[config.mk]
export PLATFORM = sky130hd
export DESIGN_NAME = pfa_ring
export DESIGN_NICKNAME = d
export VERILOG_FILES = /design/src/design/pfa_pkg.sv /design/src/design/pfa_ring.sv
export SDC_FILE = /design/constraint.sdc
export NUM_CORES = 1
export LEC_CHECK = 0
export BUFFER_PORTS_ARGS = -buffer_cell sky130_fd_sc_hd__clkbuf_2
export CORE_ASPECT_RATIO = 1.25
export CORE_UTILIZATION = 25
export DETAILED_ROUTE_END_ITERATION = 8
export RECOVER_POWER = 25
export REMOVE_ABC_BUFFERS = 1
export SYNTH_ARGS = -nofsm -noshare
export SYNTH_HDL_FRONTEND = slang
export SYNTH_SLANG_ARGS = --single-unit
[constraint.sdc]
create_clock -name aclk -period 10.9 [get_ports aclk]
set_input_delay 3.27 -clock aclk [delete_from_list [all_inputs] [get_ports aclk]]
set_output_delay 3.27 -clock aclk [all_outputs]
set_load 0.02 [all_outputs]
[src/design/pfa_pkg.sv]
// shared types for the polygon footprint area pipeline
`default_nettype none

package pfa_pkg;

    // per-vertex control flags that travel with each item
    typedef struct packed {
        logic first_vertex;
        logic ring_end;
        logic record_end;
    } flags_t;

    // record status handed from the totals stage to the result stage
    typedef struct packed {
        logic ref_negative;
        logic nonzero;
        logic overflow;
    } rec_status_t;

endpackage

`default_nettype wire

[src/design/pfa_ring.sv]
// saturating ring area accumulator
`default_nettype none

module pfa_ring #(
    parameter int COORD_BITS = 24,
    parameter int AREA_BITS  = 56
) (
    input  wire                            aclk,
    input  wire                            aresetn,
    input  wire                            in_valid,
    output logic                           in_ready,
    input  wire  signed [2*COORD_BITS:0]   in_open,
    input  wire  signed [2*COORD_BITS:0]   in_close,
    input  pfa_pkg::flags_t                in_flags,
    output logic                           out_valid,
    input  wire                            out_ready,
    output logic signed [AREA_BITS-5:0]    out_ring,
    output logic                           out_ovf,
    output pfa_pkg::flags_t                out_flags
);

    localparam int T = 2 * COORD_BITS + 1;
    localparam int R = AREA_BITS - 4;
    localparam int W = ((T > R) ? T : R) + 1;
    localparam logic signed [W-1:0] RMAX = {{(W-R+1){1'b0}}, {(R-1){1'b1}}};
    localparam logic signed [W-1:0] RMIN = ~RMAX;

    logic                vld_reg, vld_next;
    logic signed [R-1:0] ring_sum_reg, ring_sum_next;
    logic signed [R-1:0] ring_out_reg;
    logic                ovf_reg;
    pfa_pkg::flags_t     flags_reg;
    logic signed [W-1:0] sum1, sum2;
    logic signed [R-1:0] r1, r2;
    logic                o1, o2;
    logic                accept;

    assign in_ready = !vld_reg || out_ready;
    assign accept   = in_valid && in_ready;

    // open edge first, then the closing edge, each clamped to the ring range
    always_comb begin
        sum1 = {{(W-R){ring_sum_reg[R-1]}}, ring_sum_reg} + {{(W-T){in_open[T-1]}}, in_open};
        o1   = (sum1 > RMAX) || (sum1 < RMIN);
        r1   = (sum1 > RMAX) ? RMAX[R-1:0] : ((sum1 < RMIN) ? RMIN[R-1:0] : sum1[R-1:0]);
        sum2 = {{(W-R){r1[R-1]}}, r1} + {{(W-T){in_close[T-1]}}, in_close};
        o2   = (sum2 > RMAX) || (sum2 < RMIN);
        r2   = (sum2 > RMAX) ? RMAX[R-1:0] : ((sum2 < RMIN) ? RMIN[R-1:0] : sum2[R-1:0]);
    end

    // accumulator and stage valid
    always_comb begin
        vld_next      = vld_reg;
        ring_sum_next = ring_sum_reg;
        if (accept) begin
            vld_next      = 1'b1;
            ring_sum_next = in_flags.ring_end ? '0 : r2;
        end else if (out_ready) begin
            vld_next = 1'b0;
        end
    end

    always_ff @(posedge aclk) begin
        if (!aresetn) begin
            vld_reg      <= 1'b0;
            ring_sum_reg <= '0;
        end else begin
            vld_reg      <= vld_next;
            ring_sum_reg <= ring_sum_next;
        end
    end

    always_ff @(posedge aclk) begin
        if (accept) begin
            ring_out_reg <= r2;
            ovf_reg      <= o1 || o2;
            flags_reg    <= in_flags;
        end
    end

    assign out_valid = vld_reg;
    assign out_ring  = ring_out_reg;
    assign out_ovf   = ovf_reg;
    assign out_flags = flags_reg;

endmodule

`default_nettype wire

### Word level (Yosys, flattened, before mapping)

Index checks and enable logic that the tools add are counted.

* add/subtract/negate cells: 2
* $lt $le $gt $ge: 4
* multiplexer cells: 7
* reduce and logical (&&, ||, !) cells: 7

Operators by type and width (number)
* 52-bit two-way mux: 5
* 52-bit by 49-bit adder with 53-bit output: 2
* 53-bit by 52-bit greater-than comparator with 1-bit output, second input constant: 2
* 53-bit by 52-bit < comparator with 1-bit output, second input constant: 2
* 1-bit logical OR: 4
* 1-bit two-way mux: 2
* 2-bit nonzero test: 1
* 1-bit logical AND: 1
* 1-bit zero test: 1

* bits in registers: 109
* output and inout port bits: 58
* word-level logic and storage cells: 27

### Logic depth before layout (Yosys ltp)

* depth after elaboration: 9
* depth in mapped cells: 30
* depth with buffers taken out: 25

### Least setup slack after synthesis

OpenSTA, ideal clock, no wires.

* path type: input to register
* start: input in_open[1]
* end: register ring_out_reg[50], in the netlist out_ring[50] (data pin)
* setup time: 0.265 ns
* arrival time: 8.567 ns
* data required time: 10.635 ns
* slack: 2.068 ns
* stages: 24
* path through: ha_1 > a211oi_2 > o21ai_1 > nor4b_2 > a2111o_1 > a211o_2 > a41oi_4 > o31ai_2 > xor2_2 > nor2_2 > buf_2 > nor2_1 > ha_1 > fa_1 > a21o_1 > a221oi_2 > o211ai_2 > o2bb2ai_1 > o311ai_0 > nand2_1 > o31ai_1 > a2111oi_0 > nor2_1 > maj3_1

* cells in the longest elaborated chain, start to end: 8

RTL lines
* start: declaration: RTL line pfa_ring.sv:12 `input wire signed [2*COORD_BITS:0] in_open,`
* 52-bit by 49-bit adder with 53-bit output *: RTL line pfa_ring.sv:43 `sum1 = {{(W-R){ring_sum_reg[R-1]}}, ring_sum_reg} + {{(W-T){in_open[T-1]}}, in_open};`
* 53-bit by 52-bit < comparator with 1-bit output: RTL line pfa_ring.sv:45 `r1 = (sum1 > RMAX) ? RMAX[R-1:0] : ((sum1 < RMIN) ? RMIN[R-1:0] : sum1[R-1:0]);`
* 52-bit two-way mux: RTL line pfa_ring.sv:45
* 52-bit two-way mux *: RTL line pfa_ring.sv:45
* 52-bit by 49-bit adder with 53-bit output *: RTL line pfa_ring.sv:46 `sum2 = {{(W-R){r1[R-1]}}, r1} + {{(W-T){in_close[T-1]}}, in_close};`
* 53-bit by 52-bit < comparator with 1-bit output: RTL line pfa_ring.sv:48 `r2 = (sum2 > RMAX) ? RMAX[R-1:0] : ((sum2 < RMIN) ? RMIN[R-1:0] : sum2[R-1:0]);`
* 52-bit two-way mux: RTL line pfa_ring.sv:48
* 52-bit two-way mux *: RTL line pfa_ring.sv:48
* via r2[50]: RTL line pfa_ring.sv:34 `logic signed [R-1:0] r1, r2;`
* end signal: assignment: RTL line pfa_ring.sv:75 `ring_out_reg <= r2;`
* end: declaration: RTL line pfa_ring.sv:30 `logic signed [R-1:0] ring_out_reg;`

The timed path passes the listed nets; every way through them passes the cells marked *.
A chain may end at the register's enable or synchronous reset.

### Worst setup path in the final report

* start: input in_open[0]
* end: register ring_out_reg[50], in the netlist out_ring[50] (data pin)

Same word-level chain as after synthesis.

==> metrics.yaml <==
status: "completed"
synth_cell_type_count: 79
path_common_cell: "a21oi_1"
place_inst: 1978
rr_startpoint: "ring_sum_reg[0]$_SDFFE_PN0P_"
grt_pass1_wl_mm: 59.53
routedWlPerCell_um: 19.68
rsz0062_at_grt: "false"
antenna_found_initial: 0
hold_class: "reg -> reg"
drtIter0Drc: 636
ctsResizeCount: 0
dieHeight_um: 231.0
reg2reg_depth: 24
cts_made_buffers: 9
via_per_inst: 5.151
slowest_stage: "a2111oi_0"
final_cells: 1994
max_freq_ghz: 0.09570
cp-startpoint: "in_open[0]"
finalWirelength_mm: 39.24
synthArstFlopShare_pct: 0
tns_ps: 0
yosys_warnings: 0
ioPinCount: 163
post_synth_instance_area_sq_um: 10490
cts.sinks: 109
period_share_pct: 95.86
fin_crit_ps: 10450
dieArea_sq_um: 42780
finClkSkew_ps: 13.16
cts.path.max_buffers: 2
worstSkewPairLatency_ps: 400
path_class: "in -> reg"
slowest_delay_ps: 790
grt_overflow: 0
grt_pass1_vias: 10285
finalHoldViolCount: 0
layout-drive-gt1-share_pct: 13.94
htree_levels: 3
areaGrowthSynthToFinish_pct: 15.46
cts_hold_buffers: 0
num_vias: 10271
die_w_um: 185.2
maxCapViolCount: 0
crit_path_end: "out_ring[50]$_DFFE_PP_"
ys_seq_elements: 109
synth_edf_count: 56
dp_hpwl_mm: 32.28
crit_arrival_ps: 10580
n_antenna_cell: 0
rrSetupSlack_ps: 3090
cp-end-kind: "flop"
syn_inst: 1307
grt_max_degree: 52
r2r_end: "out_ring[50]$_DFFE_PP_"
first_pass_iters: 5
final-setup-viol-count: 0
root_buffer: "clkbuf_16"
path_clk_slew_ps: 70
syn_area_per_cell_sq_um: 8.024
rows: 83
worst_setup_path_start_kind: "input port"
cts_tree: "yes"
synth_flop_cell: "edfxtp_1"
ant_nets: 0
synth-seq-area-share_pct: 26.15
slew_viol_final: 0
crit_fanout: 39
fin_nets: 1653
port_buffers: 162
worstPathRequired_ps: 11030
drc: 0
worstMarginPinSlew_ps: 845.0
maxSlewHeadroom_pct: 42.21
gp_congestion: 0.9711
start_util_pct: 25.44
grt.total_usage_pct: 18.64
coreArea_sq_um: 41230
postCtsSetupBuffers: 0
-- per-layer routing --
metal	GRT usage, %	routed length (um)	share of wire [%]
met2	33.88	20170	51
met1	20.98	15900	41
met5	0	0	0
met4	9.194	1636	4.2
met3	2.634	1534	3.9
-- cells in the mapped netlist (22+ instances only) --
cell type,n,area [sq um]
buf_2,22,110.1
inv_1,33,123.9
nor2_1,107,401.6
a21o_1,59,442.9
xnor2_1,41,359.1
dfxtp_1,53,1061
a21oi_1,154,770.7
maj3_1,30,300.3
xor2_1,52,455.4
nand2_1,160,600.6
ha_1,109,1364
clkbuf_1,37,138.9
o21ai_0,114,570.6
edfxtp_1,56,1682
nand4_1,25,156.4
-- worst min-delay path by stage --
| stage | startpoint | end | slack [ps] | cells past startpoint |
|---|---|---|---|---|
| floorplan | ring_sum_reg[15]$_SDFFE_PN0P_ | ring_sum_reg[15]$_SDFFE_PN0P_ | 420 | 2 |
| global placement | ring_sum_reg[34]$_SDFFE_PN0P_ | ring_sum_reg[34]$_SDFFE_PN0P_ | 430 | 2 |
| detailed placement | ring_sum_reg[15]$_SDFFE_PN0P_ | ring_sum_reg[15]$_SDFFE_PN0P_ | 430 | 2 |
| CTS | ring_sum_reg[15]$_SDFFE_PN0P_ | ring_sum_reg[15]$_SDFFE_PN0P_ | 440 | 2 |
| global route | ring_sum_reg[36]$_SDFFE_PN0P_ | ring_sum_reg[36]$_SDFFE_PN0P_ | 460 | 2 |
| finish | ring_sum_reg[15]$_SDFFE_PN0P_ | ring_sum_reg[15]$_SDFFE_PN0P_ | 440 | 2 |
-- critical path, delay by kind of cell --
kind	cells	cell delay, ps
compound gates	14	4480
fa+ha+maj	4	1320
buf+inv	2	180
simple gates	5	1300
-- cells by family (layout without fill, tap and decap cells) --
family | Yosys count | in the layout | synth area share [%]
xor gates and xnor gates | 94 | 94 | 7.922
AOI/OAI and AO/OA | 469 | 469 | 28.17
muxes | 1 | 1 | 0.09545
and+or+nand+nor | 394 | 394 | 17.11
buffers and inverters | 99 | 234 | 4.307
adders and majority gates | 141 | 141 | 16.25
DFF | 109 | 109 | 26.15
-- layout make-up --
type / instances / area [sq um]
flip-flops and latches: 109 / 2743
well taps: 552 / 690.7
clock buffers: 12 / 257.7
multi-input cells: 1099 / 7312
inverters: 33 / 123.9
clock inverters: 4 / 37.54
repair buffers: 185 / 944.7
fillers: 4507 / 29120
-- metrics by stage --
stage	hold slack [ps]	util (%)	area (sq um)	worst slack, ps
2_1_floorplan	419.7	-	10160	60.95
3_3_place_gp	430.1	28.75	11850	192.1
3_5_place_dp	434.8	28.75	11850	135.6
4_1_cts	444.5	29.47	12150	550.3
5_1_grt	458.6	29.37	12110	13.88
6_report	441.6	29.37	12110	450.9
-- layout by cell type (no fill, tap or decap), drive strengths merged, types with 23 or more instances in the layout --
cell    Yosys  final
buf        29     23
xor2       53     53
xnor2      41     41
inv        33     35
dfxtp      53     53
edfxtp     56     56
o21ai     131    131
nor2      109    109
maj3       30     30
ha        109    109
a21o       59     59
nand2     161    161
nand4      25     25
a21oi     160    160
clkbuf     37    174
Power is left out: the tool's default activity adds up to more than one toggle a clock period on the data nets, which glitch-free logic cannot reach.
