--- src/design/pfa_pkg.sv ---
// shared types for the polygon footprint area pipeline
`default_nettype none

package pfa_pkg;

    // per-vertex control flags that travel with each item
    typedef struct packed {
        logic first_vertex;
        logic ring_end;
        logic record_end;
    } flags_t;

    // record status handed from the totals stage to the result stage
    typedef struct packed {
        logic ref_negative;
        logic nonzero;
        logic overflow;
    } rec_status_t;

endpackage

`default_nettype wire

--- src/design/pfa_record.sv ---
// per-record totals, largest ring and reference sign
`default_nettype none

module pfa_record #(
    parameter int AREA_BITS = 56
) (
    input  wire                          aclk,
    input  wire                          aresetn,
    input  wire                          in_valid,
    output logic                         in_ready,
    input  wire  signed [AREA_BITS-5:0]  in_ring,
    input  wire                          in_ovf,
    input  pfa_pkg::flags_t              in_flags,
    output logic                         out_valid,
    input  wire                          out_ready,
    output logic [AREA_BITS-1:0]         out_pos,
    output logic [AREA_BITS-1:0]         out_neg,
    output pfa_pkg::rec_status_t         out_status
);

    localparam int A = AREA_BITS;
    localparam int R = AREA_BITS - 4;

    logic                 vld_reg, vld_next;
    logic [A-1:0]         pos_reg, pos_next, neg_reg, neg_next;
    logic [R-1:0]         largest_reg, largest_next;
    logic                 ref_neg_reg, ref_neg_next;
    logic                 ovf_seen_reg, ovf_seen_next;
    logic [A-1:0]         snap_pos_reg, snap_neg_reg;
    pfa_pkg::rec_status_t snap_status_reg, snap_status_next;
    logic                 ring_neg;
    logic [R-1:0]         mag;
    logic [A:0]           pos_sum, neg_sum;
    logic [A-1:0]         pos_upd, neg_upd;
    logic                 accept;

    assign in_ready = !vld_reg || out_ready;
    assign accept   = in_valid && in_ready;

    // ring magnitude and saturating total updates
    always_comb begin
        ring_neg = in_ring[R-1];
        mag      = ring_neg ? ('0 - $unsigned(in_ring)) : $unsigned(in_ring);
        pos_sum  = {1'b0, pos_reg} + {{(A-R+1){1'b0}}, mag};
        neg_sum  = {1'b0, neg_reg} + {{(A-R+1){1'b0}}, mag};
        pos_upd  = pos_sum[A] ? '1 : pos_sum[A-1:0];
        neg_upd  = neg_sum[A] ? '1 : neg_sum[A-1:0];
    end

    // record state next values
    always_comb begin
        pos_next      = pos_reg;
        neg_next      = neg_reg;
        largest_next  = largest_reg;
        ref_neg_next  = ref_neg_reg;
        ovf_seen_next = ovf_seen_reg || in_ovf;
        if (in_flags.ring_end) begin
            if (mag > largest_reg) begin
                largest_next = mag;
                ref_neg_next = ring_neg;
            end
            if (ring_neg) begin
                neg_next      = neg_upd;
                ovf_seen_next = ovf_seen_reg || in_ovf || neg_sum[A];
            end else begin
                pos_next      = pos_upd;
                ovf_seen_next = ovf_seen_reg || in_ovf || pos_sum[A];
            end
        end
        snap_status_next.ref_negative = ref_neg_next;
        snap_status_next.nonzero      = (largest_next != '0);
        snap_status_next.overflow     = ovf_seen_next;
        vld_next = vld_reg;
        if (accept && in_flags.record_end) begin
            vld_next = 1'b1;
        end else if (out_ready) begin
            vld_next = 1'b0;
        end
    end

    // record state, cleared at record end
    always_ff @(posedge aclk) begin
        if (!aresetn) begin
            vld_reg      <= 1'b0;
            pos_reg      <= '0;
            neg_reg      <= '0;
            largest_reg  <= '0;
            ref_neg_reg  <= 1'b0;
            ovf_seen_reg <= 1'b0;
        end else begin
            vld_reg <= vld_next;
            if (accept) begin
                if (in_flags.record_end) begin
                    pos_reg      <= '0;
                    neg_reg      <= '0;
                    largest_reg  <= '0;
                    ref_neg_reg  <= 1'b0;
                    ovf_seen_reg <= 1'b0;
                end else begin
                    pos_reg      <= pos_next;
                    neg_reg      <= neg_next;
                    largest_reg  <= largest_next;
                    ref_neg_reg  <= ref_neg_next;
                    ovf_seen_reg <= ovf_seen_next;
                end
            end
        end
    end

    // snapshot of the finished record
    always_ff @(posedge aclk) begin
        if (accept && in_flags.record_end) begin
            snap_pos_reg    <= pos_next;
            snap_neg_reg    <= neg_next;
            snap_status_reg <= snap_status_next;
        end
    end

    assign out_valid  = vld_reg;
    assign out_pos    = snap_pos_reg;
    assign out_neg    = snap_neg_reg;
    assign out_status = snap_status_reg;

endmodule

`default_nettype wire

--- config.mk ---
export PLATFORM = sky130hd
export DESIGN_NAME = pfa_record
export DESIGN_NICKNAME = d
export VERILOG_FILES = /design/src/design/pfa_pkg.sv /design/src/design/pfa_record.sv
export SDC_FILE = /design/constraint.sdc
export NUM_CORES = 1
export LEC_CHECK = 0
export BUFFER_PORTS_ARGS = -buffer_cell sky130_fd_sc_hd__buf_2
export CAP_MARGIN = 20
export CORE_MARGIN = 3
export CORE_UTILIZATION = 40
export DETAILED_ROUTE_END_ITERATION = 12
export SETUP_SLACK_MARGIN = 0.5
export SLEW_MARGIN = 20
export SYNTH_ARGS = -nofsm -noshare
export SYNTH_HDL_FRONTEND = slang
export SYNTH_SLANG_ARGS = --single-unit
--- constraint.sdc ---
create_clock -name aclk -period 6.1 [get_ports aclk]
set_input_delay 0.915 -clock aclk [delete_from_list [all_inputs] [get_ports aclk]]
set_output_delay 0.915 -clock aclk [all_outputs]
set_load 0.02 [all_outputs]
# ---- Word level (Yosys, flattened, before mapping)
# Cells that the tools add are included.
dict set report op_classes {
  addsub 3
  n_lt_le_gt_ge 1
  mux 20
  reduce_logical 9
}
# operator count
set op_table {}
lappend op_table {{$mux 56} 8}
lappend op_table {{$mux 52} 4}
lappend op_table {{$add 56x52->57} 2}
lappend op_table {{$gt 52x52->1} 1}
lappend op_table {{$reduce_bool 52->1} 1}
lappend op_table {{$sub 1x52->52 const A} 1}
lappend op_table {{$mux 1} 8}
lappend op_table {{$logic_or 1x1->1} 4}
lappend op_table {{$logic_and 1x1->1} 2}
lappend op_table {{$reduce_bool 2->1} 1}
lappend op_table {{$logic_not 1->1} 1}
dict set report totals {
  ff_bits 282
  wordCells 44
}

# ---- Longest topological paths before layout
# Gate-level depths: netlist (run 1).
dict set report depth {
  depth_word 7
  mapped_depth 22
  ltp_nobuf 20
}

# ---- Worst setup path before layout (run 1)
# No wires, ideal clock.
dict set report synth_timing {
  path_kind {input -> register}
  startpoint {in in_ring[3]}
  endpoint {reg snap_neg_reg[24], in the netlist out_neg[24] (data pin)}
  setup_time_ns 0.258
  arrival_ns 5.695
  setup_slack_ns 0.146
  path_stages 21
  path_buffers 3
  cell_sequence {or4_1 -> or3_1 -> nand3b_1 -> or3_1 -> o41ai_2 -> xor2_1 -> inv_1 -> ha_1 -> clkbuf_1 -> a21o_1 -> o21bai_1 -> a221oi_1 -> nand3_1 -> a2111oi_2 -> nor2_1 -> a21oi_1 -> a21oi_1 -> clkbuf_1 -> clkbuf_1 -> o21ai_0 -> nand2_1}
}
dict set report synth_between {
  elab_chain_len 6
}
# item line_no
set synth_lines {}
lappend synth_lines {{start: declaration} pfa_record.sv:11} ;# input wire signed [AREA_BITS-5:0] in_ring,
lappend synth_lines {{$sub 1x52->52} pfa_record.sv:43} ;# mag = ring_neg ? ('0 - $unsigned(in_ring)) : $unsigned(in_ring);
lappend synth_lines {{$mux 52 *} pfa_record.sv:43}
lappend synth_lines {{$add 56x52->57 *} pfa_record.sv:45} ;# neg_sum = {1'b0, neg_reg} + {{(A-R+1){1'b0}}, mag};
lappend synth_lines {{$mux 56 *} pfa_record.sv:47} ;# neg_upd = neg_sum[A] ? '1 : neg_sum[A-1:0];
lappend synth_lines {{$mux 56 *} pfa_record.sv:62} ;# if (ring_neg) begin
lappend synth_lines {{$mux 56 *} pfa_record.sv:57} ;# if (in_flags.ring_end) begin
lappend synth_lines {{net neg_next[24]} pfa_record.sv:25} ;# logic [A-1:0] pos_reg, pos_next, neg_reg, neg_next;
lappend synth_lines {{end signal: assignment} pfa_record.sv:114} ;# snap_neg_reg <= neg_next;
lappend synth_lines {{end: declaration} pfa_record.sv:29} ;# logic [A-1:0] snap_pos_reg, snap_neg_reg;
# Mark *: on every way through the listed nets, which the timed path passes. The rest lies on a longest branch.
# A chain may end at the register's enable or synchronous reset.

# ---- Worst setup path after layout (run 1)
dict set report layout_timing {
  startpoint {in in_ring[3]}
  endpoint {reg snap_pos_reg[50], in the netlist out_pos[50] (data pin)}
}
dict set report layout_between {
  elab_chain_len 6
}
# item line_no
set layout_lines {}
lappend layout_lines {{$sub 1x52->52} pfa_record.sv:43}
lappend layout_lines {{$mux 52 *} pfa_record.sv:43}
lappend layout_lines {{$add 56x52->57 *} pfa_record.sv:44} ;# pos_sum = {1'b0, pos_reg} + {{(A-R+1){1'b0}}, mag};
lappend layout_lines {{$mux 56 *} pfa_record.sv:46} ;# pos_upd = pos_sum[A] ? '1 : pos_sum[A-1:0];
lappend layout_lines {{$mux 56 *} pfa_record.sv:62}
lappend layout_lines {{$mux 56 *} pfa_record.sv:57}
lappend layout_lines {{net pos_next[50]} pfa_record.sv:25}
lappend layout_lines {{end signal: assignment} pfa_record.sv:113} ;# snap_pos_reg <= pos_next;
lappend layout_lines {{end: declaration} pfa_record.sv:29}
# Marks and branches as above.

==> summary.txt, run 1 <==
Global routing
  – Met1 Use GR: 34.88%
  – Initial antenna violation count: 4
  – Met2 Use GR: 40.16%
  – GRT busiest layer: met2
  – Overall global routing resource usage: between 20% and 30%
  – Met3 Resource Use GR: 3.315%
  – First-pass GRT wire length: between 90000 and 100000 um
  – Vias in the first global route: about 18000
  – GRT overflow: 0
  – Pin count of the biggest net entering global routing: 74

Detailed routing
  – Routed vias/inst: 5.737
  – Pre-antenna DRT Iters: 6
  – Drt wl/cell: 20.35 um
  – Post-DRT Antenna Nets: 0
  – Routed wire length: 65310 um
  – Residual DRC: 0
  – Total number of vias: between 15000 and 20000
  – Initial drt markers: approximately 1400

Final layout
  – Post-layout util: around 50%
  – Layout cells sized above 1: approximately a fifth
  – P&R area growth vs syn: 22.42%
  – Nets: 2793

Floorplan
  – Starting density of the core: 41.03%
  – # IOs: between 150 and 200
  – Row count: 79
  – Die footprint: ~0.051 mm2
  – Area of the core: ~0.047 mm2
  – Die X: approximately 230 um
  – Die height: 225.9 um

Pwr
  – Total power draw: around 0.0054 W
  – Switching Share: 31.49%
  – Clock share of power: between 30 and 40%
  – Total net switching power: around 0.0017 W
  – Combinational power share: approximately 25%
  – Seq pwr share: between 30% and 40%
  – Power Density: about 230 mW/mm2
  – IR drop worst, VDD: roughly 0.16 mV
  – Static leakage: around 10 nW
  – Int Power: between 0.003 and 0.004 W

Clock tree
  – H-tree levels: 2
  – TritonCTS Buffers: 34
  – Clk root buf: clkbuf_16
  – Clk slew on worst S/H paths: roughly 0.060 ns
  – Worst skew pair latency: 0.56 ns
  – CTS Sinks: ~280
  – Clock Path Buffers: 3
  – CTS tree: built
  – Hold-fix buffers, CTS: 0

Timing
  – Least-Margin Pin Slew: between 1 and 1.5 ns
  – Post-route minimum period: around 5.5 ns
  – Final setup vio count: 0
  – Max Fclk: ~180 MHz
  – Final cycle utilization of the critical path: 89.71%
  – Final Hold Viols: 0
  – RSZ-0062 raised after global routing: yes
  – Clk_skew: 0.03376 ns
  – Slew margin rel.: 27.48%
  – Slew Viols, Final: 0

Worst setup path
  – CP max FO: 7
  – Worst EP arrival: between 5 and 6 ns
  – Family with the most delay on the worst path: simple AND/OR/NAND/NOR gates
  – Crit path largest cell delay: 0.54 ns
  – CP Launch Type: primary input
  – Sum of buffers and inverters on the critical path: 5
  – Cell Chain, Critical Path: buf_2 -> or4_4 -> or3_4 -> nand3b_1 -> or3_4 -> o21ai_0 -> xor2_1 -> inv_1 -> ha_1 -> a21o_1 -> a211o_1 -> o211ai_1 -> a22oi_1 -> nor3_2 -> buf_4 -> o31ai_1 -> buf_4 -> a21oi_4 -> o22ai_4 -> nor2_2 -> a21oi_1 -> buf_4
  – Critical path's most frequent cell: buf_4
  – Crit end category: flip-flop
  – CP max-delay cell: or4_4
  – Crit path kind: in2reg
  – Worst EP required: ~6.4 ns

Synth
  – Ys Warns: 0
  – Ys flop type: dfxtp_1
  – Mapped cell area: between 0.015 and 0.02 mm2
  – Number of distinct library cells after synthesis: 76
  – Seq cells post-synth: about 280
  – Register area share after synthesis: about a third
  – Cell taking the most area after synthesis: edfxtp_1
  – Synth area leaders: edfxtp_1 (18%), dfxtp_1 (17%), ha_1 (10%), o21ai_0 (4.7%), nand2_1 (4.5%)
  – Syn Area/Cell: ~8.6 um2
  – Cells after Synth: 2261
  – Asr flop ratio synth: 0%
  – Yosys top cell area share: 17.85%
  – Syn_nets: 2480
  – Post-synth EDFFs: around 120

Status
  – Status: finished, final reports clean

Hold path
  – Hold Crit Class: reg2reg

Job
  – Max cap viols: 0

Place
  – RD Place Congestion: 0.9470
  – Detailed placer's ending HPWL: between 40000 and 50000 um
  – PortBufs: about 180
[synthesized netlist by cell type (all sizes together), types with 60 or more instances]
| cell type | count |
|---|---|
| a21o | 100 |
| a21oi | 157 |
| a22o | 96 |
| clkbuf | 114 |
| dfxtp | 167 |
| edfxtp | 115 |
| ha | 157 |
| inv | 113 |
| nand2 | 231 |
| nand4 | 60 |
| nor2 | 156 |
| o21ai | 184 |
| xnor2 | 76 |
| xor2 | 75 |
[path summary, 6_finish.rpt]
path	start	endpoint	slack (ns)	cells after the start
min	ovf_seen_reg	ovf_seen_reg	0.49	1
max	in_ring[3]	out_pos[50]	0.63	22
min reg2reg	ovf_seen_reg	ovf_seen_reg	0.49	1
max reg2reg	pos_reg[0]	out_pos[50]	2.37	15
[what timing repair did]
action | 4_1_cts | 5_1_grt
setup buffers | 5 | 3
resized for setup | 14 | 27
cloned | 3 | 0
pin swaps | 9 | 11
endpoints found under the setup margin | 18 | 263
[placed cells by master, fill, tap and decap left out, drive strengths merged, types with 24 or more instances in the layout]
cell type	n
o21ai	184
o21bai	24
edfxtp	115
nand2	231
a22o	96
a31oi	36
a211oi	25
xor2	75
nand3	43
dfxtp	167
clkbuf	41
inv	115
ha	157
nand4	60
nor2	156
a21o	100
xnor2	76
buf	402
a21oi	159
nor3	31
[final cells by class]
type	count	area, um2
Antenna cell	4	10.01
Clock buffer	41	898.4
Clock inverter	19	153.9
Fill cell	4457	23470
Inverter	113	426.7
Multi-Input combinational cell	1740	11930
Sequential cell	282	6797
Tap cell	607	759.5
Timing Repair Buffer	403	2711
[kinds of logic after synthesis]
logic type | share of synthesized area (%)
DFF | 35.13
muxes | 0.2716
buffers and inverters | 4.722
xor gates and xnor gates | 6.837
and+or+nand+nor | 16.38
AOI/OAI and AO/OA | 26.29
adders and majority gates | 10.36
[layer usage]
metal | part of all wire (%) | vias up
met2 | 46 | 548
li1 | - | 8981
met1 | 46 | 8784
met5 | 0 | -
met4 | 2.9 | 0
met3 | 5.7 | 97
[metrics by stage]
step / hold WS (ns) / TNS, ns / cell area, um2 / setup WS (ns) / cells
floorplan: 0.4423 / 0 / 19400 / 0.5005 / 2261
global placement: 0.4608 / -0.8187 / 22310 / -0.07448 / 3134
detailed placement: 0.4645 / -2.053 / 22310 / -0.1256 / 3134
CTS: 0.4857 / 0 / 23510 / 0.4999 / 3202
global route: 0.4985 / 0 / 23680 / 0.4398 / 3208
finish: 0.4894 / 0 / 23680 / 0.6277 / 3209
[power groups by stage]
stage	sequential, W	combinational [W]	clock, W
after floorplan	0.00217	0.000756	0
after global placement	0.00213	0.00129	0
after detailed placement	0.00213	0.00130	0
after CTS	0.00209	0.00132	0.00203
after global routing	0.00209	0.00147	0.00210
final	0.00209	0.00135	0.00198
Power figures use the tool's default switching activity.
==> run 2: changes to the inputs <==
--- a/config.mk
+++ b/config.mk
@@ -10,6 +10,7 @@
 export CORE_MARGIN = 3
 export CORE_UTILIZATION = 40
 export DETAILED_ROUTE_END_ITERATION = 12
+export GPL_TIMING_DRIVEN = 0
 export SETUP_SLACK_MARGIN = 0.5
 export SLEW_MARGIN = 20
 export SYNTH_ARGS = -nofsm -noshare
==> run 2 against run 1 <==
Compared with the run above:
- highest routed layer is now met5
- routed wire length grew 6.7%
- combinational power is essentially flat
- sequential power is essentially flat
- first-iteration DRC count grew 8.2%
- final area grew 1.6%
- clock-buffer cell count grew 4
- global-route usage grew 1.5 points
- utilization grew 0.81 points
- critical path type unchanged
==> summary.txt, run 2 (synthesized netlist as in run 1, its figures left out) <==
Floorplan
  – Die height: 225.9 um (unchanged)
  – Starting density of the core: 41.03% (unchanged)
  – Die X: 225.9 um (unchanged)
  – Row count: 79 (unchanged)
  – Die footprint: 0.05104 mm2 (unchanged)
  – Area of the core: 0.04715 mm2 (unchanged)
  – # IOs: 177 (unchanged)

Worst setup path
  – CP Launch Type: primary input
  – Crit path kind: in2reg
  – CP max FO: 3 (-4)
  – Worst EP arrival: 5.89 ns (+0.11 ns)
  – Crit end category: flip-flop
  – Worst EP required: 6.38 ns (-0.03 ns)

Pwr
  – Int Power: 0.003792 W (+2.3%)
  – IR drop worst, VDD: 0.1769 mV (+8.1%)
  – Combinational power share: 24.4% (-0.5 points)
  – Clock share of power: 38.3% (+1.7 points)
  – Power Density: 232.0 mW/mm2 (+1.6%)
  – Switching Share: 32.09% (+0.60 points)
  – Seq pwr share: 37.3% (-1.3 points)
  – Static leakage: 10.13 nW (-1.7%)
  – Total net switching power: 0.001792 W (+5.2%)

Detailed routing
  – Post-DRT Antenna Nets: 0 (unchanged)
  – Drt wl/cell: 21.93 um (+7.7%)
  – Pre-antenna DRT Iters: 7 (+1)
  – Initial drt markers: 1560 (+8.2%)
  – Routed wire length: 69680 um (+6.7%)
  – Total number of vias: 18800 (+2.1%)
  – Residual DRC: 0 (unchanged)
  – Routed vias/inst: 5.917 (+3.1%)

Timing
  – Max Fclk: 178.2 MHz (-2.5%)
  – RSZ-0062 raised after global routing: yes
  – Hold_ws: 0.4845 ns (-0.004850 ns)
  – Post-route minimum period: 5.612 ns (+0.1399 ns)
  – Least-Margin Pin Slew: 1.225 ns (+0.1414 ns)
  – Slew Viols, Final: 0 (unchanged)
  – PnR worst setup slack: 0.4878 ns (-0.1399 ns)
  – Final Hold Viols: 0 (unchanged)
  – Clk_skew: 0.01414 ns (-0.01962 ns)
  – Final setup vio count: 0 (unchanged)
  – Slew margin rel.: 18.01% (-9.5 points)
  – Final cycle utilization of the critical path: 92.00% (+2.3 points)

Hold path
  – Hold Crit Class: reg2reg

Final layout
  – Post-layout util: 51.04% (+0.81 points)
  – Layout cells sized above 1: 21.51% (+1.5 points)
  – Final instance area: 0.02406 mm2 (+1.6%)
  – Nets: 2764 (-1.0%)
  – Fillcell total: 4412 (-1.0%)
  – Most frequent cells in the layout: nand2_1 (229), buf_2 (173), dfxtp_1 (167)
  – Antenna diodes: 0 (-4)
  – Commonest non-fill, non-tap cell in the layout: nand2_1
  – P&R area growth vs syn: 24.39%
  – Post-Layout Cell Count: 3178 (-0.97%)

Clock tree
  – Clock Path Buffers: 3 (unchanged)
  – H-tree levels: 2 (unchanged)
  – CTS tree: built
  – TritonCTS Buffers: 35 (+2.9%)
  – CTS Sinks: 282 (unchanged)
  – Clk slew on worst S/H paths: 0.06 ns (about the same)
  – Worst skew pair latency: 0.55 ns (about the same)
  – Clk root buf: clkbuf_16

Place
  – PortBufs: 174 (-0.57%)
  – Placed insts: 3045 (-2.8%)
  – Setup WS pre-CTS: -1.523 ns (-1.397 ns)
  – Detailed placer's ending HPWL: 53350 um (+7.7%)
  – RD Place Congestion: 0.9430 (-0.42%)
  – Dpl cell area: 0.02108 mm2 (-5.5%)

Job
  – Max cap viols: 0 (unchanged)

Global routing
  – Pin count of the biggest net entering global routing: 77 (+4.1%)
  – Initial antenna violation count: 1 (-3)
  – First-pass GRT wire length: 104300 um (+4.9%)
  – Vias in the first global route: 18030 (+2.3%)
  – Overall global routing resource usage: 26.44% (+1.5 points)
  – GRT overflow: 0 (unchanged)

Status
  – Status: finished, final reports clean
## run 2: changes by cell type in the layout (fill, tap and decap cells not counted), moves of 16 or more
cell / delta
clkbuf_2: +26
buf_4: -149
o21ai_1: +25
o21ai_0: -40
inv_1: -17
nor2_1: -34
inv_2: +16
nor2_4: +20
clkbuf_1: +66
a21oi_1: -19
## run 2: layout make-up
class                           count  area [um2]  area share, %
Multi-Input combinational cell   1738       12660          52.63
Tap cell                          607       759.5          3.156
Timing Repair Buffer              247        1505          6.255
Inverter                          113       432.9          1.799
Clock buffer                       45       985.9          4.097
Buffer                            128       740.7          3.078
Clock inverter                     18       178.9         0.7436
Sequential cell                   282        6797          28.24
## run 2: through the flow
| step | power, W | setup TNS (ns) |
|---|---|---|
| 4_1_cts | 0.005514 | 0 |
| 5_1_grt | 0.005816 | 0 |
| 6_report | 0.005583 | 0 |
| 2_1_floorplan | 0.002925 | 0 |
| 3_3_place_gp | 0.003295 | -320.81 |
| 3_5_place_dp | 0.003311 | -307.21 |
## run 2: per-layer routing
metal / share of wire, % / wire, um / up-vias / GRT usage, %
met3: 5.2 / 3635 / 155 / 3.302
met2: 46 / 32000 / 597 / 42.93
met4: 4.0 / 2761 / 2 / 10.99
li1: - / - / 8935 / -
met5: 0.011 / 8 / - / 0
met1: 45 / 31270 / 9115 / 35.67
## run 2: worst paths after layout
kind | cells after the start | to | from | slack [ns]
max | 22 | out_status[0] | in_ring[3] | 0.49
min | 2 | neg_reg[49] | neg_reg[49] | 0.48
max reg2reg | 15 | out_pos[50] | pos_reg[0] | 2.41
min reg2reg | 2 | neg_reg[49] | neg_reg[49] | 0.48
## run 2: what timing repair did
item / CTS / global route
buffers inserted: 43 / 27
resized for setup: 162 / 249
pin swaps: 38 / 58
hold buffers: 0 / 0
endpoints found under the setup margin: 281 / 275
## run 2: worst max-delay path: stages
cell,delay (ns)
buf_8,0.10
or4_4,0.53
or3_4,0.41
nand3b_1,0.19
or3_4,0.44
o41ai_4,0.25
xor2_1,0.27
inv_2,0.11
ha_4,0.23
buf_8,0.11
a21o_1,0.16
o21bai_4,0.18
a221oi_4,0.33
nand3_2,0.16
a2111oi_4,0.20
buf_4,0.19
nor2_4,0.05
a21oi_4,0.25
buf_6,0.15
a21oi_4,0.05
a21o_1,0.20
or3b_4,0.38
## run 2: power by group through the flow
stage | clock network [W] | registers [W] | logic [W]
5_1_grt | 0.00225 | 0.00209 | 0.00147
3_5_place_dp | 0 | 0.00212 | 0.00119
4_1_cts | 0.00218 | 0.00208 | 0.00125
3_3_place_gp | 0 | 0.00213 | 0.00117
2_1_floorplan | 0 | 0.00217 | 0.000756
6_report | 0.00214 | 0.00208 | 0.00136
