`src/design/pfa_pkg.sv`:
```
// shared types for the polygon footprint area pipeline
`default_nettype none

package pfa_pkg;

    // per-vertex control flags that travel with each item
    typedef struct packed {
        logic first_vertex;
        logic ring_end;
        logic record_end;
    } flags_t;

    // record status handed from the totals stage to the result stage
    typedef struct packed {
        logic ref_negative;
        logic nonzero;
        logic overflow;
    } rec_status_t;

endpackage

`default_nettype wire

```
`src/design/pfa_result.sv`:
```
// footprint selection and output register
`default_nettype none

module pfa_result #(
    parameter int AREA_BITS = 56
) (
    input  wire                   aclk,
    input  wire                   aresetn,
    input  wire                   in_valid,
    output logic                  in_ready,
    input  wire  [AREA_BITS-1:0]  in_pos,
    input  wire  [AREA_BITS-1:0]  in_neg,
    input  pfa_pkg::rec_status_t  in_status,
    output logic                  out_valid,
    input  wire                   out_ready,
    output logic [AREA_BITS-1:0]  out_footprint_twice,
    output logic                  out_footprint_valid,
    output logic                  out_saturated
);

    localparam int A = AREA_BITS;

    logic         vld_reg, vld_next;
    logic [A-1:0] fp_reg, fp_next;
    logic         fp_valid_reg, sat_reg, sat_next;
    logic [A-1:0] same, opp, diff;
    logic [A:0]   both;
    logic         same_gt;
    logic         accept;

    assign in_ready = !vld_reg || out_ready;
    assign accept   = in_valid && in_ready;

    // reference-sign rings add, others subtract; fall back to the sum of both
    always_comb begin
        same    = in_status.ref_negative ? in_neg : in_pos;
        opp     = in_status.ref_negative ? in_pos : in_neg;
        diff    = same - opp;
        same_gt = same > opp;
        both    = {1'b0, in_pos} + {1'b0, in_neg};
        fp_next  = '0;
        sat_next = in_status.overflow;
        if (in_status.nonzero) begin
            if (same_gt) begin
                fp_next = diff;
            end else begin
                fp_next  = both[A] ? '1 : both[A-1:0];
                sat_next = in_status.overflow || both[A];
            end
        end
        vld_next = vld_reg;
        if (accept) begin
            vld_next = 1'b1;
        end else if (out_ready) begin
            vld_next = 1'b0;
        end
    end

    always_ff @(posedge aclk) begin
        if (!aresetn) begin
            vld_reg <= 1'b0;
        end else begin
            vld_reg <= vld_next;
        end
    end

    always_ff @(posedge aclk) begin
        if (accept) begin
            fp_reg       <= fp_next;
            fp_valid_reg <= in_status.nonzero;
            sat_reg      <= sat_next;
        end
    end

    assign out_valid           = vld_reg;
    assign out_footprint_twice = fp_reg;
    assign out_footprint_valid = fp_valid_reg;
    assign out_saturated       = sat_reg;

endmodule

`default_nettype wire

```
`config.mk`:
```
export PLATFORM = sky130hd
export DESIGN_NAME = pfa_result
export DESIGN_NICKNAME = d
export VERILOG_FILES = /design/src/design/pfa_pkg.sv /design/src/design/pfa_result.sv
export SDC_FILE = /design/constraint.sdc
export NUM_CORES = 1
export LEC_CHECK = 0
export CELL_PAD_IN_SITES_DETAIL_PLACEMENT = 1
export CELL_PAD_IN_SITES_GLOBAL_PLACEMENT = 1
export CORE_AREA = 2 2 133 167
export CTS_BUF_LIST = sky130_fd_sc_hd__clkbuf_16
export CTS_CLUSTER_SIZE = 20
export DETAILED_ROUTE_END_ITERATION = 10
export DIE_AREA = 0 0 135 169
export DONT_BUFFER_PORTS = 1
export PLACE_DENSITY = 0.85
export REMOVE_ABC_BUFFERS = 1
export SETUP_SLACK_MARGIN = 0.1
export SLEW_MARGIN = 15
export SYNTH_ARGS = -nofsm -noshare
export SYNTH_HDL_FRONTEND = slang
export SYNTH_SLANG_ARGS = --single-unit
```
`constraint.sdc`:
```
create_clock -name aclk -period 5.7 [get_ports aclk]
set_clock_uncertainty 0.1 [all_clocks]
set_input_delay 0 -clock aclk [delete_from_list [all_inputs] [get_ports aclk]]
set_output_delay 0 -clock aclk [all_outputs]
set_load 0.02 [all_outputs]
```
After elaboration in Yosys (flattened, before gate mapping) --
Index checks and enable logic that the tools add are counted.
Word-level totals: input port bits 119, output and inout bits 60, logic and storage cells 20, flip-flop bits (word level) 59
Operators by class: reductions and logical operators 5, $lt $le $gt $ge 1, add/sub/neg operators 2, mux-type cells 8
Operator list (number):
- $mux 56 | 4
- $add 56x56->57 | 1
- $gt 56x56->1 | 1
- $sub 56x56->56 | 1
- $mux 1 | 4
- $logic_or 1x1->1 | 2
- $reduce_bool 2->1 | 1
- $logic_and 1x1->1 | 1
- $logic_not 1->1 | 1

Depth between registers and ports, before layout --
Gate-level depths: netlist (run 1).
depth after elaboration 4, gate-level depth with buffers 21, depth with buffers taken out 14

Worst setup path before layout (run 1) --
Ideal clock, no wire load.
path type in2reg, from input port in_status[2] (netlist name), to register fp_reg[34] (netlist: out_footprint_twice[34]) (data pin), path slack 1.632 ns, arrival 3.704 ns, stages on the path 21, data required time 5.335 ns, library setup time 0.265 ns, cells stage by stage buf_4 buf_4 buf_2 buf_2 buf_2 buf_2 mux2_2 ha_1 nand2b_1 nor3_1 and3_1 nand4_1 nor2_1 nor2_1 a311oi_2 a21bo_1 buf_6 buf_6 buf_6 o22ai_1 o32ai_2
On the way: word-level cells in the longest chain between the ends 3, elaborated cells on any way between the ends 5
Ends and longest elaborated chain:
- start, declared | line pfa_result.sv:13 | input pfa_pkg::rec_status_t in_status,
- $mux 56, on equally long branches | line pfa_result.sv:36, pfa_result.sv:37
- $sub 56x56->56 or $gt 56x56->1 (tied branches) | line pfa_result.sv:38, pfa_result.sv:39
- $mux 56 (*) | line pfa_result.sv:44 | if (same_gt) begin
- end signal, assigned | line pfa_result.sv:69 | fp_reg <= fp_next;
- end, declared | line pfa_result.sv:24 | logic [A-1:0] fp_reg, fp_next;
Every way passes the cells marked *; elsewhere a longest branch is shown, timed or not. A chain may end at the register's enable or synchronous reset.

Final worst setup path (run 1) --
from input port in_neg[0], to register fp_reg[45] (netlist: out_footprint_twice[45]) (data pin)
On the way: word-level cells in the longest chain between the ends 3, elaborated cells on any way between the ends 7
Ends and longest elaborated chain:
- start, declared | line pfa_result.sv:12 | input wire [AREA_BITS-1:0] in_neg,
- $add 56x56->57, or another cell as far along | line pfa_result.sv:40 | both = {1'b0, in_pos} + {1'b0, in_neg};
- $mux 56, or another cell as far along | line pfa_result.sv:47 | fp_next = both[A] ? '1 : both[A-1:0];
- $mux 56 (*) | line pfa_result.sv:44
Marks and branches as above.

==> results of run 1 <==
## cells in the final DEF, fill, tap and decap left out, drive strengths merged, types with 21 or more instances in the layout
cell type    n
nor3        24
nor2b       64
edfxtp      58
o22ai       70
o221ai      30
nand2      120
nand2b      81
o21ai       51
and2        24
a21oi      109
ha          58
inv         71
o21bai      21
a31oi       21
a21o        48
nor2        90
## kinds of logic (layout without fill, tap and decap cells)
family / count (synthesis) / after routing / share of synthesized area
AND/OR/NAND/NOR: 495 / 495 / 0.254
XOR/XNOR: 7 / 7 / 0.00612
buffers and inverters: 167 / 99 / 0.0758
flip-flops: 59 / 59 / 0.176
multiplexers: 3 / 3 / 0.00325
adder cells (fa/ha/maj): 59 / 59 / 0.0744
AO/OA/AOI/OAI: 568 / 568 / 0.411
## through the flow
stage	cells	setup slack [ps]	hold WS [ps]	cell area (um2)
2_1_floorplan	1261	1360	-1.13	9530
3_3_place_gp	1546	1610	19.2	9960
3_5_place_dp	1546	1400	20.0	9960
4_1_cts	1568	1430	0.250	10300
5_1_grt	1569	1210	19.7	10300
6_report	1569	1370	10.9	10300
## timing repair
item                       4_1_cts  5_1_grt
setup endpoints to repair        0        0
hold endpoints to repair        59        1
hold buffers                     6        1
## critical path, delay by kind of cell
family,cells,cell delay (ps)
compound gates,9,2570
fa+ha+maj,2,690
buf+inv,2,850
simple gates,2,210
## layer usage
metal,share of wire,vias to the layer above,global-route usage
li1,-,5077,-
met3,0.072,158,0.0794
met5,0,-,0
met1,0.38,5369,0.360
met2,0.50,471,0.573
met4,0.056,0,0.181
## area by class of cell
| class | count | area [um2] |
|---|---|---|
| timing repair buffer | 13 | 170 |
| tap | 279 | 349 |
| clock inverter | 7 | 60.1 |
| sequential | 59 | 1760 |
| inverter | 70 | 263 |
| clock buffer | 9 | 225 |
| multi-input combinational | 1132 | 7500 |
| fill | 2695 | 11000 |
## synthesized netlist by cell type, types with 4 or more instances
master and instances:
a211o_1 6, buf_6 10, o22ai_1 70, o221ai_1 30
a21oi_1 105, and3_1 8, a21boi_0 13, o21a_1 20
o2bb2ai_1 14, nand2b_1 81, o211a_1 5, or2_2 6
a211oi_1 13, a221oi_1 15, or3_1 11, nor3_1 24
edfxtp_1 58, buf_4 8, clkbuf_1 53, a32o_1 16
a221o_1 4, o21ai_1 6, o32ai_1 17, a31oi_1 21
nand2_1 120, nand4_1 15, ha_1 58, nand3_1 16
o31a_1 20, inv_1 68, nor3b_1 9, o211ai_1 19
xnor2_1 5, nor2b_1 64, buf_1 4, o311a_1 7
nor4_1 18, o21bai_1 20, buf_2 22, nor2_1 90
o21ai_0 44, o31ai_1 6, and2_1 21, a21o_1 47
## flip-flops by register name, summed over array words and instances, names as in the netlist
signal / flops
out_footprint_twice: 56
out_footprint_valid: 1
out_saturated: 1
out_valid: 1
## power by group
part / switching, mW / internal (mW) / total (mW)
Clock: 0.234 / 0.333 / 0.568
Sequential: 0.0865 / 0.550 / 0.637
Combinational: 0.718 / 0.418 / 1.14
## final timing paths
path	from	to	slack [ps]	cells past startpoint
setup reg to reg	out_valid	out_footprint_twice[16]	3640	3
hold reg to reg	out_valid	out_valid	1240	3
hold / removal	in_pos[0]	out_footprint_twice[0]	10	2
setup / recovery	in_neg[0]	out_footprint_twice[45]	1370	15
==> impl_metrics.tcl, run 1 <==
set metrics [dict create \
    run_status "finished, final reports clean" \
    ys_types 87 \
    total_power_mw 2.34 \
    postCtsSetupRepairBufs 0 \
    grt_pass1_vias 11500 \
    finalNetCount 1463 \
    h-tree-depth 3 \
    final_util 0.485 \
    ys.warnings.count 0 \
    synthCells 1358 \
    final_max_slew_viol_count 0 \
    drive_gt1_frac 0.0395 \
    placementRows 60 \
    crit_required_ps 5700 \
    io_pins 179 \
    cts_tree "done" \
    io_buffers 0 \
    vias 11100 \
    fmax_mhz 231 \
    yosys.area.top_type_share 0.174 \
    p_leak_nw 3.93 \
    ys_seq_area_frac 0.176 \
    yosysTopAreaCell "edfxtp_1" \
    grt_overflow 0 \
    netlist_area_mm2 0.0100 \
    worst_pin_slew_ps 974 \
    die_h_um 169 \
    synthArstFlopShare 0 \
    drc_errors 0 \
    antenna_cells 0 \
    vias_per_cell 7.06 \
    crit_fanout 61 \
    max_slew_margin 0.349 \
    setup-violations-final 0 \
    rsz0062_at_grt "false" \
    core_mm2 0.0213 \
    ys_ff_latch 59 \
    antenna_found_initial 0 \
    die_w_um 135 \
    crit_type "input pin to flip-flop" \
    postSynthAreaPerCell_um2 7.38 \
    slowest_delay_ps 550 \
    die_area_mm2 0.0228 \
    cts_root_buf "clkbuf_16" \
    dp_hpwl_mm 28.3 \
    fin_crit_ps 4330 \
    cp-start-kind "input pin" \
    cts.clk_slew.worst_paths_ps 60 \
    min_period_over_period 0.760 \
    hold_viol_final 0 \
    maxCapViolations 0 \
    drt_iter0_drc 826 \
    cts.repair.resized 0 \
    synth.area.top_cells "edfxtp_1 17%, ha_1 7.2%, a21oi_1 5.2%" \
    drtPass1Iterations 7 \
    grt.total_usage 0.327 \
    wl_mm 38.1 \
    ys.flop_type "edfxtp_1" \
    critPathArrivalTime_ps 4330 \
    end_kind "flip-flop" \
    ir_drop_uv 161 \
    clockBufferDepth 2 \
    finalSetupTns_ps 0 \
    grt_pass1_wl_mm 59.8 \
    area_growth_syn_to_layout_pct 3.08 \
    grt_max_degree 114 \
    crit_slowest_cell "dlygate4sd3_1" \
    cts_buffers 9 \
    path_cells "dlygate4sd3_1 > ha_1 > fa_1 > a211o_1 > a211oi_1 > o21ai_1 > a21oi_2 > nor2_1 > nand2_1 > a21oi_1 > a311oi_2 > a21bo_2 > buf_12 > o32ai_1 > o22ai_1" \
    hp-class "input pin to flip-flop" \
    post_drt_wl_per_cell_um 24.3 \
    p_per_area_mw_per_mm2 227 \
    place.gp.congestion 0.926 \
    final_antenna_net_count 0 \
    synth_edf_count 58 \
    floorplan.initialDensity 0.470 \
    cts_sinks 59 \
    clk_latency_ps 350 \
]
Power figures use the tool's default switching activity.
==> run 2, diff against run 1 <==
--- a/config.mk
+++ b/config.mk
@@ -5,15 +5,16 @@
 export SDC_FILE = /design/constraint.sdc
 export NUM_CORES = 1
 export LEC_CHECK = 0
+export ABC_AREA = 1
 export CELL_PAD_IN_SITES_DETAIL_PLACEMENT = 1
 export CELL_PAD_IN_SITES_GLOBAL_PLACEMENT = 1
-export CORE_AREA = 2 2 133 167
+export CORE_AREA = 2 2 164 206
 export CTS_BUF_LIST = sky130_fd_sc_hd__clkbuf_16
 export CTS_CLUSTER_SIZE = 20
 export DETAILED_ROUTE_END_ITERATION = 10
-export DIE_AREA = 0 0 135 169
+export DIE_AREA = 0 0 166 208
 export DONT_BUFFER_PORTS = 1
-export PLACE_DENSITY = 0.85
+export PLACE_DENSITY = 0.82
 export REMOVE_ABC_BUFFERS = 1
 export SETUP_SLACK_MARGIN = 0.1
 export SLEW_MARGIN = 15
==> constraint.sdc (replaced) <==
create_clock -name aclk -period 3.85 [get_ports aclk]
set_clock_uncertainty 0.1 [all_clocks]
set_input_delay 0 -clock aclk [delete_from_list [all_inputs] [get_ports aclk]]
set_output_delay 0 -clock aclk [all_outputs]
set_load 0.02 [all_outputs]
==> impl_metrics.tcl, run 2 <==
set metrics [dict create \
    cp-start-kind "input pin" \
    grt_pass1_wl_mm 95.1 \
    post_drt_wl_per_cell_um 22.0 \
    synth_edf_count 58 \
    final_max_slew_viol_count 0 \
    worst_pin_slew_ps 904 \
    ys.warnings.count 0 \
    cts_buffers 9 \
    drt_iter0_drc 1023 \
    area_growth_syn_to_layout_pct 5.26 \
    hold_viol_final 0 \
    dp_hpwl_mm 54.4 \
    ys_seq_area_frac 0.138 \
    grt_overflow 0 \
    fmax_mhz 320 \
    ys.flop_type "edfxtp_1" \
    core_mm2 0.0325 \
    floorplan.initialDensity 0.394 \
    die_area_mm2 0.0345 \
    placementRows 74 \
    cts_tree "done" \
    synthArstFlopShare 0 \
    cts_sinks 59 \
    io_buffers 0 \
    drtPass1Iterations 7 \
    synth.area.top_cells "nand2_1 25%, edfxtp_1 14%, inv_1 13%" \
    largest_reg_flops 56 \
    yosysTopAreaCell "nand2_1" \
    postCtsSetupRepairBufs 0 \
    drc_errors 0 \
    cts.clk_slew.worst_paths_ps 50 \
    yosys.area.top_type_share 0.247 \
    finalSetupTns_ps 0 \
    run_status "finished, final reports clean" \
    rsz0062_at_grt "false" \
    setup-violations-final 0 \
    ir_drop_uv 216 \
    h-tree-depth 3 \
    yosys-top-cells-count "843 x nand2_1, 449 x inv_1, 391 x nor2_1" \
    max_slew_margin 0.397 \
    final_antenna_net_count 0 \
    dp_slack_ps 598 \
    p_leak_nw 7.12 \
    p_per_area_mw_per_mm2 300 \
    io_pins 179 \
    grt.total_usage 0.363 \
    grt_pass1_vias 16800 \
    crit_type "input pin to flip-flop" \
    crit_required_ps 3860 \
    die_h_um 208 \
    min_period_over_period 0.812 \
    hp-class "input pin to flip-flop" \
    yosysMostFrequentCell "nand2_1" \
    wl_mm 63.6 \
    grt_max_degree 73 \
    final_common_cell "nand2_1" \
    finalNetCount 2642 \
    fin_ws_ps 725 \
    r2r_cells 2 \
    netlist_area_mm2 0.0128 \
    min_path_cells 3 \
    cts_root_buf "clkbuf_16" \
    ys_ff_latch 59 \
    clk_latency_ps 360 \
    ys_types 45 \
    critPathArrivalTime_ps 3140 \
    fin_crit_ps 3120 \
    drive_gt1_frac 0.0328 \
    vias_per_cell 5.50 \
    clockBufferDepth 2 \
    postSynthAreaPerCell_um2 5.17 \
    vias 15900 \
    synthCells 2480 \
    maxCapViolations 0 \
    final_cell_mix "843 x nand2_1, 451 x inv_1, 391 x nor2_1" \
    end_kind "flip-flop" \
    crit_fanout 15 \
    antenna_found_initial 2 \
    die_w_um 166 \
    place.gp.congestion 1.07 \
    antenna_cells 0 \
]
==> run 2: cell types whose count changed after synthesis, sizes merged, moves of 22 or more <==
| cell | before | now |
|---|---|---|
| nand3 | 16 | 175 |
| and2 | 24 | 2 |
| a21o | 48 | 9 |
| clkbuf | 53 | 6 |
| nand2 | 120 | 848 |
| nor2 | 90 | 410 |
| nor2b | 64 | 0 |
| o221ai | 30 | 0 |
| nand2b | 81 | 0 |
| xor2 | 2 | 42 |
| inv | 70 | 456 |
| o21ai | 51 | 141 |
| o22ai | 70 | 0 |
==> run 2: critical path, cell delays in order <==
cell           delay (ps)
dlygate4sd3_1         570
fa_1                  520
nand2_1               140
nand2_1                60
o21a_1                160
nand2_1                80
nand2_1               110
nand4_1               100
nand3_1               310
a21oi_4               360
buf_4                 320
nand3_1               200
nor2_1                140
nor2_1                 60
==> run 2: where the power goes <==
group | switching (mW) | internal, mW | total (mW) | leakage [nW]
Combinational | 1.58 | 0.617 | 2.20 | 6.37
Clock | 0.353 | 0.559 | 0.912 | 0.158
Sequential | 0.118 | 0.815 | 0.933 | 0.584
==> run 2: timing repair <==
item | in CTS | in global routing
hold endpoints to repair | 58 | 0
resized for setup | 0 | 0
hold buffers | 7 | 0
==> run 2: area by class of cell <==
type / count / area, um2
Fill cell: 4808 / 19000
Sequential cell: 59 / 1760
Timing Repair Buffer: 27 / 238
Multi-Input combinational cell: 1911 / 8930
Tap cell: 418 / 523
Clock inverter: 7 / 85.1
Inverter: 456 / 1720
Clock buffer: 9 / 225
==> run 2: kinds of logic after synthesis <==
group	Yosys count	synth area share
buffers and inverters	510	0.166
DFF	59	0.138
adders and majority gates	59	0.0582
and+or+nand+nor	1501	0.478
xor gates and xnor gates	42	0.0287
AOI/OAI and AO/OA	309	0.132
==> run 2: final timing paths <==
kind / startpoint / to / slack [ps]
max: in_neg[1] / out_footprint_twice[26] / 730
min: in_neg[0] / out_footprint_twice[0] / 3
max reg2reg: out_valid / out_footprint_twice[47] / 2040
min reg2reg: out_valid / out_footprint_valid / 1170
==> run 2: metal layers <==
| layer | vias to the layer above | global-route usage | routed length, um |
|---|---|---|---|
| met5 | - | 0 | 9 |
| met4 | 2 | 0.249 | 4730 |
| met3 | 206 | 0.0951 | 5120 |
| met2 | 616 | 0.637 | 30100 |
| met1 | 7355 | 0.380 | 23600 |
| li1 | 7689 | - | - |
==> run 2: metrics by stage <==
stage	util	area (um2)	hold slack, ps	cells	total power [mW]
floorplan	-	12400	-1.13	2426	2.34
global placement	0.403	13100	32.8	2864	3.02
detailed placement	0.403	13100	34.6	2864	3.08
CTS	0.415	13500	19.0	2887	4.03
global route	0.415	13500	6.80	2887	4.29
finish	0.415	13500	2.84	2887	4.04
==> run 3, diff against run 2 <==
==> constraint.sdc (replaced) <==
create_clock -name aclk -period 2.8 [get_ports aclk]
set_clock_uncertainty 0.1 [all_clocks]
set_input_delay 0 -clock aclk [delete_from_list [all_inputs] [get_ports aclk]]
set_output_delay 0 -clock aclk [all_outputs]
set_load 0.02 [all_outputs]
==> impl_metrics.tcl, run 3 (synthesis results as in run 2) <==
set metrics [dict create \
    place_inst 2967 \
    setup-violations-final 0 \
    die_w_um 166 \
    die_h_um 208 \
    p_per_area_mw_per_mm2 414 \
    ir_drop_uv 326 \
    place_area_mm2 0.0140 \
    final_antenna_net_count 0 \
    dp_hpwl_mm 59.9 \
    post_drt_wl_per_cell_um 23.2 \
    drc_errors 0 \
    cts_sinks 59 \
    area_growth_syn_to_layout_pct 12.0 \
    antenna_found_initial 0 \
    core_mm2 0.0325 \
    cp-start-kind "input pin" \
    floorplan.initialDensity 0.394 \
    grt.total_usage 0.394 \
    crit_start "in_pos[2]" \
    cts_buffers 9 \
    largest_reg_flops 56 \
    cts_tree "done" \
    drt_iter0_drc 1106 \
    final_common_cell "nand2_1" \
    wl_mm 69.4 \
    worst_pin_slew_ps 545 \
    crit_fanout 3 \
    hold_viol_final 0 \
    final_cell_mix "843 x nand2_1, 450 x inv_1, 391 x nor2_1" \
    vias 16500 \
    fin_ws_ps 266 \
    crit_type "input pin to flip-flop" \
    drive_gt1_frac 0.0716 \
    r2r-start "out_valid" \
    cts.clk_slew.worst_paths_ps 60 \
    p_leak_nw 7.64 \
    dp_slack_ps -131 \
    design_area_mm2 0.0144 \
    fin_crit_ps 2530 \
    finalNetCount 2744 \
    grt_overflow 0 \
    io_buffers 0 \
    end_kind "flip-flop" \
    vias_per_cell 5.50 \
    die_area_mm2 0.0345 \
    critPathArrivalTime_ps 2550 \
    clockBufferDepth 2 \
    maxCapViolations 0 \
    fmax_mhz 395 \
    h-tree-depth 3 \
    final_max_slew_viol_count 0 \
    place.gp.congestion 1.05 \
    antenna_cells 0 \
    run_status "finished, final reports clean" \
    max_slew_margin 0.634 \
    fin_cells 2989 \
    clk_latency_ps 370 \
    hp-class "input pin to flip-flop" \
    drtPass1Iterations 5 \
    io_pins 179 \
    finalSetupTns_ps 0 \
    grt_pass1_vias 17100 \
    grt_pass1_wl_mm 102 \
    cts_root_buf "clkbuf_16" \
    grt_max_degree 59 \
    crit_required_ps 2820 \
    min_period_over_period 0.905 \
    rsz0062_at_grt "false" \
    holdCritStartpoint "in_neg[1]" \
    placementRows 74 \
    total_power_mw 5.93 \
]
==> run 3: cell count changes in the layout (fill, tap and decap cells not counted) <==
| cell | before | now |
|---|---|---|
| buf_12 | 0 | 8 |
| o21ai_1 | 42 | 43 |
| o21ai_0 | 93 | 92 |
| dlygate4sd3_1 | 6 | 5 |
| clkinv_2 | 2 | 1 |
| a21oi_2 | 1 | 2 |
| inv_1 | 451 | 450 |
| buf_4 | 20 | 115 |
| clkinv_1 | 0 | 2 |
| a21oi_1 | 121 | 120 |
==> run 3: layer usage <==
layer / part of all wire / global-route usage / vias to the layer above
met5: 0 / 0 / -
met1: 0.36 / 0.407 / 7742
met3: 0.082 / 0.0989 / 195
met4: 0.078 / 0.267 / 0
met2: 0.48 / 0.702 / 631
li1: - / - / 7882
==> run 3: area by class of cell <==
type	instances	area, um2
Fill cell	4886	18100
Multi-Input combinational cell	1911	8940
Sequential cell	59	1760
Inverter	456	1720
Timing Repair Buffer	129	1100
Tap cell	418	523
Clock buffer	9	225
Clock inverter	7	83.8
==> run 3: report_power, final <==
group | switching (mW) | internal, mW
Sequential | 0.175 | 1.12
Clock | 0.499 | 0.769
Combinational | 2.31 | 1.06
Total | 2.99 | 2.95
==> run 3: critical path, stage by stage <==
cell and delay [ps]:
ha_1 330, buf_4 130, nand3_1 230, nand2_1 150, buf_4 150, nand2_1 70, nand2_1 270, a21oi_1 170
o21ai_1 320, nand4_1 290, nand4_1 150, nand2_1 100, nor2_2 120, nor2_1 60
==> run 3: through the flow <==
step / utilization / hold slack (ps)
after floorplan: - / -1.13
after global placement: 0.430 / 42.5
after detailed placement: 0.430 / 42.8
after CTS: 0.441 / 44.7
after global routing: 0.442 / 79.4
final: 0.442 / 33.6
==> run 3: path summary, 6_finish.rpt <==
kind	to	cells after the start	slack [ps]
worst max register to register	out_valid	3	1150
worst max-delay path	out_footprint_twice[49]	14	270
worst min register to register	out_footprint_twice[8]	2	920
worst min-delay path	out_footprint_twice[1]	3	30
==> run 3: repair_timing <==
action / in CTS / in global routing
buffers inserted: 0 / 0
gates resized for setup: 0 / 2
setup endpoints to repair: 0 / 2
hold endpoints to repair: 59 / 0
hold buffers: 6 / 0
